===== src/hdl/nsm_pkg.sv =====
// ---------------------------------------------------------------------------
// nsm_pkg
// Shared types and constants for the NFA symbol matcher: operation codes,
// the input and result word layouts and the edge load command.
// ---------------------------------------------------------------------------
`default_nettype none

package nsm_pkg;

    // Operation codes carried in the op field of an input word
    typedef enum logic [1:0] {
        OP_LOAD  = 2'd0,
        OP_START = 2'd1,
        OP_FEED  = 2'd2
    } t_op;

    // states_in_use register
    localparam int          CFG_W     = 6;
    localparam logic [5:0]  CFG_RESET = 6'd32;

    // Input word
    typedef struct packed {
        logic [1:0] op;
        logic [7:0] symbol;
        logic [4:0] state_index;
        logic [1:0] edge_slot;
        logic [4:0] edge_target;
        logic       edge_enable;
    } t_in_word;

    // Result word
    typedef struct packed {
        logic alive;
        logic accepted;
    } t_out_word;

    // Edge slot write, broadcast along the cell row
    typedef struct packed {
        logic       we;
        logic [4:0] src;
        logic [1:0] slot;
        logic [7:0] symbol;
        logic [4:0] target;
        logic       enable;
    } t_load_cmd;

endpackage

`default_nettype wire


===== src/hdl/nsm_cell.sv =====
// ---------------------------------------------------------------------------
// nsm_cell
// One automaton state: holds its active bit and its edge slots, and adds
// the targets it reaches on the current symbol to the hit vector that runs
// along the row of cells.
// ---------------------------------------------------------------------------
`default_nettype none

module nsm_cell
    import nsm_pkg::*;
#(
    parameter int NUM_STATES      = 32,
    parameter int EDGES_PER_STATE = 4,
    parameter int CELL_IDX        = 0
) (
    input  wire logic                  i_clk,
    input  wire logic                  i_rst_n,
    input  wire t_load_cmd             i_load,
    input  wire logic [7:0]            i_symbol,
    input  wire logic                  i_used,
    input  wire logic                  i_active_d,
    input  wire logic [NUM_STATES-1:0] i_hits,
    output logic      [NUM_STATES-1:0] o_hits,
    output logic                       o_active
);

    logic [EDGES_PER_STATE-1:0] r_valid;
    logic [7:0]                 r_sym [EDGES_PER_STATE];
    logic [4:0]                 r_tgt [EDGES_PER_STATE];
    logic                       r_active;
    logic                       w_sel;
    logic [NUM_STATES-1:0]      w_hits;

    // load addressed to this state
    assign w_sel = i_load.we && (32'(i_load.src) == CELL_IDX);

    // edge slots: valid bits reset, symbol and target are payload
    always_ff @(posedge i_clk) begin
        for (int e = 0; e < EDGES_PER_STATE; e++) begin
            if (w_sel && (32'(i_load.slot) == e)) begin
                r_sym[e] <= i_load.symbol;
                r_tgt[e] <= i_load.target;
            end
        end
        if (!i_rst_n) begin
            r_valid <= '0;
        end else begin
            for (int e = 0; e < EDGES_PER_STATE; e++) begin
                if (w_sel && (32'(i_load.slot) == e)) begin
                    r_valid[e] <= i_load.enable;
                end
            end
        end
    end

    // active bit, state 0 is active out of reset
    always_ff @(posedge i_clk) begin
        if (!i_rst_n) begin
            r_active <= (CELL_IDX == 0);
        end else begin
            r_active <= i_active_d;
        end
    end

    // targets reached on this symbol, merged into the row's hit vector
    always_comb begin
        w_hits = '0;
        for (int e = 0; e < EDGES_PER_STATE; e++) begin
            for (int t = 0; t < NUM_STATES; t++) begin
                if (r_active && i_used && r_valid[e] && (r_sym[e] == i_symbol)
                        && (32'(r_tgt[e]) == t)) begin
                    w_hits[t] = 1'b1;
                end
            end
        end
    end

    assign o_hits   = i_hits | w_hits;
    assign o_active = r_active;

endmodule

`default_nettype wire


===== config.mk =====
export PLATFORM = sky130hd
export DESIGN_NAME = nsm_cell
export DESIGN_NICKNAME = d
export VERILOG_FILES = /design/src/hdl/nsm_pkg.sv /design/src/hdl/nsm_cell.sv
export SDC_FILE = /design/constraint.sdc
export NUM_CORES = 1
export LEC_CHECK = 0
export BUFFER_PORTS_ARGS = -buffer_cell sky130_fd_sc_hd__buf_2
export CELL_PAD_IN_SITES_DETAIL_PLACEMENT = 1
export CELL_PAD_IN_SITES_GLOBAL_PLACEMENT = 1
export CORE_MARGIN = 3
export CORE_UTILIZATION = 44
export CTS_CLUSTER_DIAMETER = 60
export CTS_CLUSTER_SIZE = 28
export DETAILED_ROUTE_END_ITERATION = 16
export GPL_ROUTABILITY_DRIVEN = 0
export PLACE_DENSITY_LB_ADDON = 0.1
export RECOVER_POWER = 25
export SYNTH_ARGS = -nofsm -noshare
export SYNTH_HDL_FRONTEND = slang
export SYNTH_SLANG_ARGS = --single-unit

===== constraint.sdc =====
create_clock -name i_clk -period 5 [get_ports i_clk]
set_input_delay 0.25 -clock i_clk [delete_from_list [all_inputs] [get_ports i_clk]]
set_output_delay 0.25 -clock i_clk [all_outputs]
set_load 0.01 [all_outputs]

==> metrics.yaml, run 1 <==
antenna_found_initial: 0
wl_per_cell_um: 23.3
crit_family: "simple AND/OR/NAND/NOR gates"
ios: 99
hpwl_mm: 11.1
syn_inst: 427
ys_warn_count: 0
run_status: "finished clean"
cts_root_buffer: "clkbuf_8"
synth-xor-area-share: 0.0672
crit_chain: "xnor2_1 > nand4_1 > nor4_1 > a221oi_1 > nand2_1 > buf_2"
synth_top_cell_by_area: "edfxtp_1"
cellPowerDensity_nw_per_um2: 219
synthAdderAreaFrac: 0
fin_crit_sh: 0.612
grt_pass1_vias: 3980
portBuffers: 98
ctsHoldBuffers: 0
cts-resized-gates: 0
final_nets: 576
hold_ws_ns: 0.111
grt_pass1_wl_mm: 22.1
htreeDepth: 3
cts_buffers: 9
maxSlewViolCount: 0
rows: 34
synth_top_family_by_area: "simple AND/OR/NAND/NOR gates"
cp-end-kind: "output port"
yosys.area_share.simple: 0.346
crit_slowest_cell: "nor4_1"
cap_violations: 0
syn_to_final_growth_pct: 17.4
drc: 0
synth_compound_area_frac: 0.127
avgViaCountPerCell: 6.40
path_class: "reg2out"
synth.most_common_cell: "edfxtp_1"
final_antenna_net_count: 0
finalHoldViolCount: 0
postCtsSetupBuffers: 0
hp-class: "in2reg"
drt-initial-drc-count: 243
ys_seq_area_frac: 0.413
stdcell_count: 623
slew_headroom: 0.243
gr-total-overflow: 0
synth_common_cells: "edfxtp_1 (52), nand2_1 (40), nand3_1 (40), nor4_1 (33), xnor2_1 (27)"
cp_max_fo: 8
synth.net_count: 493
clk_latency_ns: 0.32
synth_top_cell_area_share: 0.388
ys_top_cells_by_area: "edfxtp_1 (39%), xnor2_1 (5.9%), nor4_1 (5.1%)"
maxClockFrequency_mhz: 327
period_minus_slack_ns: 3.06
tns_ns: 0
dr.pass1.iters: 4
crit_path_max_incr_delay_ns: 0.85
cts_tree: "yes"
vdd_ir_drop_max_mv: 0.242
arrival_ns: 2.81
path_buf_inv: 1
synth_cell_type_count: 49
clk_path_buf_depth: 2
synth_edf_count: 52
drive_above_1_share: 0.241
num_vias: 3989
ys_ff_latch: 57
grt.total_usage: 0.284
n_antenna_cell: 0
async_flop_share: 0
path_clk_slew_ns: 0.06
worstPathRequired_ns: 4.75
grt_setup_unrepaired: "no"
worst_pin_slew_ns: 1.13
coreArea_um2: 8810
synthesis.area_um2: 4020
synthMuxAreaShare: 0.00996
die_w_um: 102
start_util: 0.457
cts.sinks: 57
synthFlopType: "edfxtp_1"
setup_viol: 0
dp_cells: 607
synth_area_per_cell_um2: 9.42
clock_skew_ns: 0
leakagePower_nw: 1.54
die-area_um2: 10300
wl_mm: 14.5
startpoint_type: "flop"
grt_max_degree: 32
die_h_um: 102
## through the flow
step	worst slack [ns]	instance area (um^2)	power, mW	utilization
3_5_place_dp	2.31	4550	0.647	0.517
2_1_floorplan	2.96	4020	0.590	-
5_1_grt	1.71	4720	1.07	0.536
4_1_cts	1.99	4730	1.04	0.538
3_3_place_gp	2.31	4550	0.643	0.517
6_report	1.94	4720	1.04	0.536
## power by group
part / switching [mW] / internal, mW
Combinational: 0.0651 / 0.0470
Sequential: 0.00227 / 0.521
Clock: 0.175 / 0.224
## flip-flops by register name, summed over array words and instances (netlist names)
| signal | flops |
|---|---|
| r_valid | 4 |
| r_sym | 32 |
| r_tgt | 20 |
| o_active | 1 |
## layout make-up
| type | instances | area, um^2 |
|---|---|---|
| multi-input combinational | 334 | 2210 |
| fill | 1058 | 4080 |
| tap | 108 | 135 |
| timing repair buffer | 101 | 500 |
| clock inverter | 7 | 61.3 |
| inverter | 7 | 26.3 |
| clock buffer | 9 | 124 |
| sequential | 57 | 1660 |
## layer usage
layer  GRT usage  wire length, um  vias up
met2       0.491             7170      229
met4       0.142              580        0
met1       0.342             5680     1894
li1            -                -     1831
met3      0.0461             1080       35
met5           0                0        -
## path summary, 6_finish.rpt
kind / start / endpoint / slack (ns) / cells past startpoint
worst max-delay path: r_sym[1][6]$_DFFE_PP_ / o_hits[26] / 1.94 / 6
worst min-delay path: i_active_d / o_active$_SDFF_PN1_ / 0.11 / 2
worst min register to register: r_valid[0]$_SDFFE_PN0P_ / r_valid[0]$_SDFFE_PN0P_ / 0.54 / 2
worst max register to register: r_valid[3]$_SDFFE_PN0P_ / r_valid[3]$_SDFFE_PN0P_ / 4.31 / 2
## logic make-up after synthesis
family,Yosys count
simple gates,232
flops,57
buf+inv,36
xor+xnor,30
compound gates,68
mux,4
## cell usage in the layout (no fill, tap or decap), types with 10 or more instances in the layout
| cell type | count |
|---|---|
| nor4_1 | 33 |
| nand3_1 | 40 |
| a221oi_1 | 11 |
| buf_2 | 88 |
| nand2b_1 | 13 |
| a21oi_1 | 20 |
| clkbuf_1 | 10 |
| nor2b_1 | 18 |
| nor3_1 | 22 |
| edfxtp_1 | 52 |
| nor2_1 | 13 |
| xnor2_1 | 27 |
| nand4_1 | 10 |
| nand2_1 | 40 |
Power figures use the tool's default switching activity.
==> run 2, diff against run 1 <==
--- a/config.mk
+++ b/config.mk
@@ -9,7 +9,7 @@
 export CELL_PAD_IN_SITES_DETAIL_PLACEMENT = 1
 export CELL_PAD_IN_SITES_GLOBAL_PLACEMENT = 1
 export CORE_MARGIN = 3
-export CORE_UTILIZATION = 44
+export CORE_UTILIZATION = 41
 export CTS_CLUSTER_DIAMETER = 60
 export CTS_CLUSTER_SIZE = 28
 export DETAILED_ROUTE_END_ITERATION = 16
==> constraint.sdc (replaced) <==
create_clock -name i_clk -period 3.2 [get_ports i_clk]
set_input_delay 0.16 -clock i_clk [delete_from_list [all_inputs] [get_ports i_clk]]
set_output_delay 0.16 -clock i_clk [all_outputs]
set_load 0.01 [all_outputs]
==> metrics.yaml, run 2 (synthesized netlist as in run 1, its figures left out) <==
cellPowerDensity_nw_per_um2: 351  # was 219 nW/um^2
drc: 0  # unchanged
fin_crit_sh: 0.849
path_class: "reg2out"  # unchanged
cts_tree: "yes"  # unchanged
crit_chain: "nor2b_1 > nand2b_1 > nor4_2 > a31oi_1 > o211ai_1 > buf_2"  # was xnor2_1 > nand4_1 > nor4_1 > a221oi_1 > nand2_1 > buf_2
hpwl_mm: 11.3  # was 11.1 mm
cp-end-kind: "output port"  # unchanged
antenna_found_initial: 0  # unchanged
cts_buffers: 9  # unchanged
hp-class: "in2reg"  # unchanged
p_total_mw: 1.70  # was 1.04 mW
final_nets: 584  # was 576
worst_pin_slew_ns: 0.824  # was 1.13 ns
cts.sinks: 57  # unchanged
die_w_um: 105  # was 102 um
tns_ns: 0  # unchanged
clk_path_buf_depth: 2  # unchanged
cts-resized-gates: 0  # unchanged
maxClockFrequency_mhz: 368
slew_headroom: 0.445  # was 0.243
start_util: 0.429  # was 0.457
holdPathEnd: "o_active$_SDFF_PN1_"  # unchanged
n_antenna_cell: 0  # unchanged
grt.total_usage: 0.261  # was 0.284
worstPathRequired_ns: 3.04  # was 4.75 ns
dr.pass1.iters: 7  # was 4
drive_above_1_share: 0.249  # was 0.241
ios: 99  # unchanged
crit_slowest_cell: "edfxtp_1"  # was nor4_1
crit-reg2reg-launch: "r_valid[3]$_SDFFE_PN0P_"  # unchanged
rows: 35  # was 34
period_minus_slack_ns: 2.72
run_status: "finished clean"  # unchanged
portBuffers: 98  # unchanged
r2r_end: "r_valid[3]$_SDFFE_PN0P_"  # unchanged
finalHoldViolCount: 0  # unchanged
timing.final.ws_setup_ns: 0.483  # was 1.94 ns
largest_register_ffs: 32  # unchanged
final_antenna_net_count: 0  # unchanged
num_vias: 3954  # was 3,989
arrival_ns: 2.56  # was 2.81 ns
htreeDepth: 3  # unchanged
crit_path_max_incr_delay_ns: 0.69  # was 0.85 ns
clock_skew_ns: 0  # unchanged
maxSlewViolCount: 0  # unchanged
coreArea_um2: 9370  # was 8810 um^2
wl_per_cell_um: 22.6  # was 23.3 um
postCtsSetupBuffers: 0  # unchanged
cp_max_fo: 10  # was 8
pre_cts_slack_ns: 0.888  # was 2.31 ns
min_from: "i_active_d"  # unchanged
r2r_cells: 2  # unchanged
grt_setup_unrepaired: "no"  # unchanged
dp_cells: 636  # was 607
hold-path-cell-count: 2  # unchanged
reg_top3: "r_sym: 32 flops, r_tgt: 20 flops, r_valid: 4 flops"  # unchanged
cap_violations: 0  # unchanged
gr-total-overflow: 0  # unchanged
final_cell_mix: "buf_2 (87), edfxtp_1 (52), nand3_1 (40), nand2_1 (40), nor4_1 (33)"  # was buf_2 (88), edfxtp_1 (52), nand3_1 (40), nand2_1 (40), nor4_1 (33)
grt_pass1_wl_mm: 22.3  # was 22.1 mm
grt_pass1_vias: 3961  # was 3,980
cts_root_buffer: "clkbuf_8"  # unchanged
die_h_um: 105  # was 102 um
leakagePower_nw: 1.59  # was 1.54 nW
wl_mm: 14.7  # was 14.5 mm
r2r_setup_slack_ns: 2.55  # was 4.31 ns
syn_to_final_growth_pct: 20.1  # was 17.4%
setup_viol: 0  # unchanged
fillers: 1131  # was 1,058
path_clk_slew_ns: 0.06  # about the same
avgViaCountPerCell: 6.06  # was 6.40
grt_max_degree: 32  # unchanged
ctsHoldBuffers: 0  # unchanged
stdcell_count: 652  # was 623
regMostFlops: "r_sym"  # unchanged
vdd_ir_drop_max_mv: 0.601  # was 0.242 mV
die-area_um2: 11000  # was 10,300 um^2
utilization: 0.515  # was 0.536
startpoint_type: "flop"  # unchanged
drt-initial-drc-count: 341  # was 243
clk_latency_ns: 0.33  # was 0.32 ns
mostFrequentLayoutCell: "buf_2"  # unchanged
==> run 2: changes by cell type in the layout (fill, tap and decap cells not counted), sizes merged <==
| cell | previous run | this run |
|---|---|---|
| bufinv | 1 | 2 |
| clkinv | 5 | 4 |
| buf | 91 | 98 |
| clkbuf | 19 | 20 |
==> run 2: routing by layer <==
layer  routed length [um]  vias to the layer above  track usage
met1                 5940                     1857        0.318
met4                  552                        0        0.109
li1                     -                     1845            -
met3                  925                       43       0.0414
met5                    0                        -            0
met2                 7290                      209        0.457
==> run 2: cell type report <==
class                   count  area, um^2  share of cell area
multi-input cells         334        2210               0.458
flip-flops and latches     57        1660               0.344
repair buffers            109         559               0.116
well taps                 129         161              0.0334
clock buffers               9         124              0.0256
clock inverters             7        85.1              0.0176
inverters                   7        26.3             0.00544
==> run 2: how the worst max path moves through the flow <==
stage | start | end | slack, ns | cells past startpoint
after floorplan | i_load[19] | r_valid[0]$_SDFFE_PN0P_ | 1.25 | 5
after global placement | r_tgt[1][3]$_DFFE_PP_ | o_hits[5] | 0.91 | 6
after detailed placement | r_sym[3][6]$_DFFE_PP_ | o_hits[14] | 0.89 | 6
after CTS | r_sym[3][6]$_DFFE_PP_ | o_hits[14] | 0.52 | 6
after global routing | o_active$_SDFF_PN1_ | o_hits[3] | 0.23 | 6
final | r_tgt[3][1]$_DFFE_PP_ | o_hits[14] | 0.48 | 6
==> run 2: critical path: cells and delay by family (launching register included) <==
| family | cells | cell delay, ns |
|---|---|---|
| simple gates | 3 | 1.08 |
| buf+inv | 1 | 0.16 |
| compound gates | 2 | 0.29 |
| flops | 1 | 0.69 |
==> run 2: through the flow <==
| step | hold WS [ns] | area, um^2 |
|---|---|---|
| global placement | 0.355 | 4640 |
| finish | 0.0222 | 4830 |
| detailed placement | 0.357 | 4640 |
| CTS | 0.00553 | 4840 |
| floorplan | 0.233 | 4020 |
| global route | 0.0347 | 4830 |
==> run 2: power by group <==
part | switching [mW] | internal [mW]
registers | 0.00304 | 0.815
clock network | 0.271 | 0.429
logic | 0.105 | 0.0741
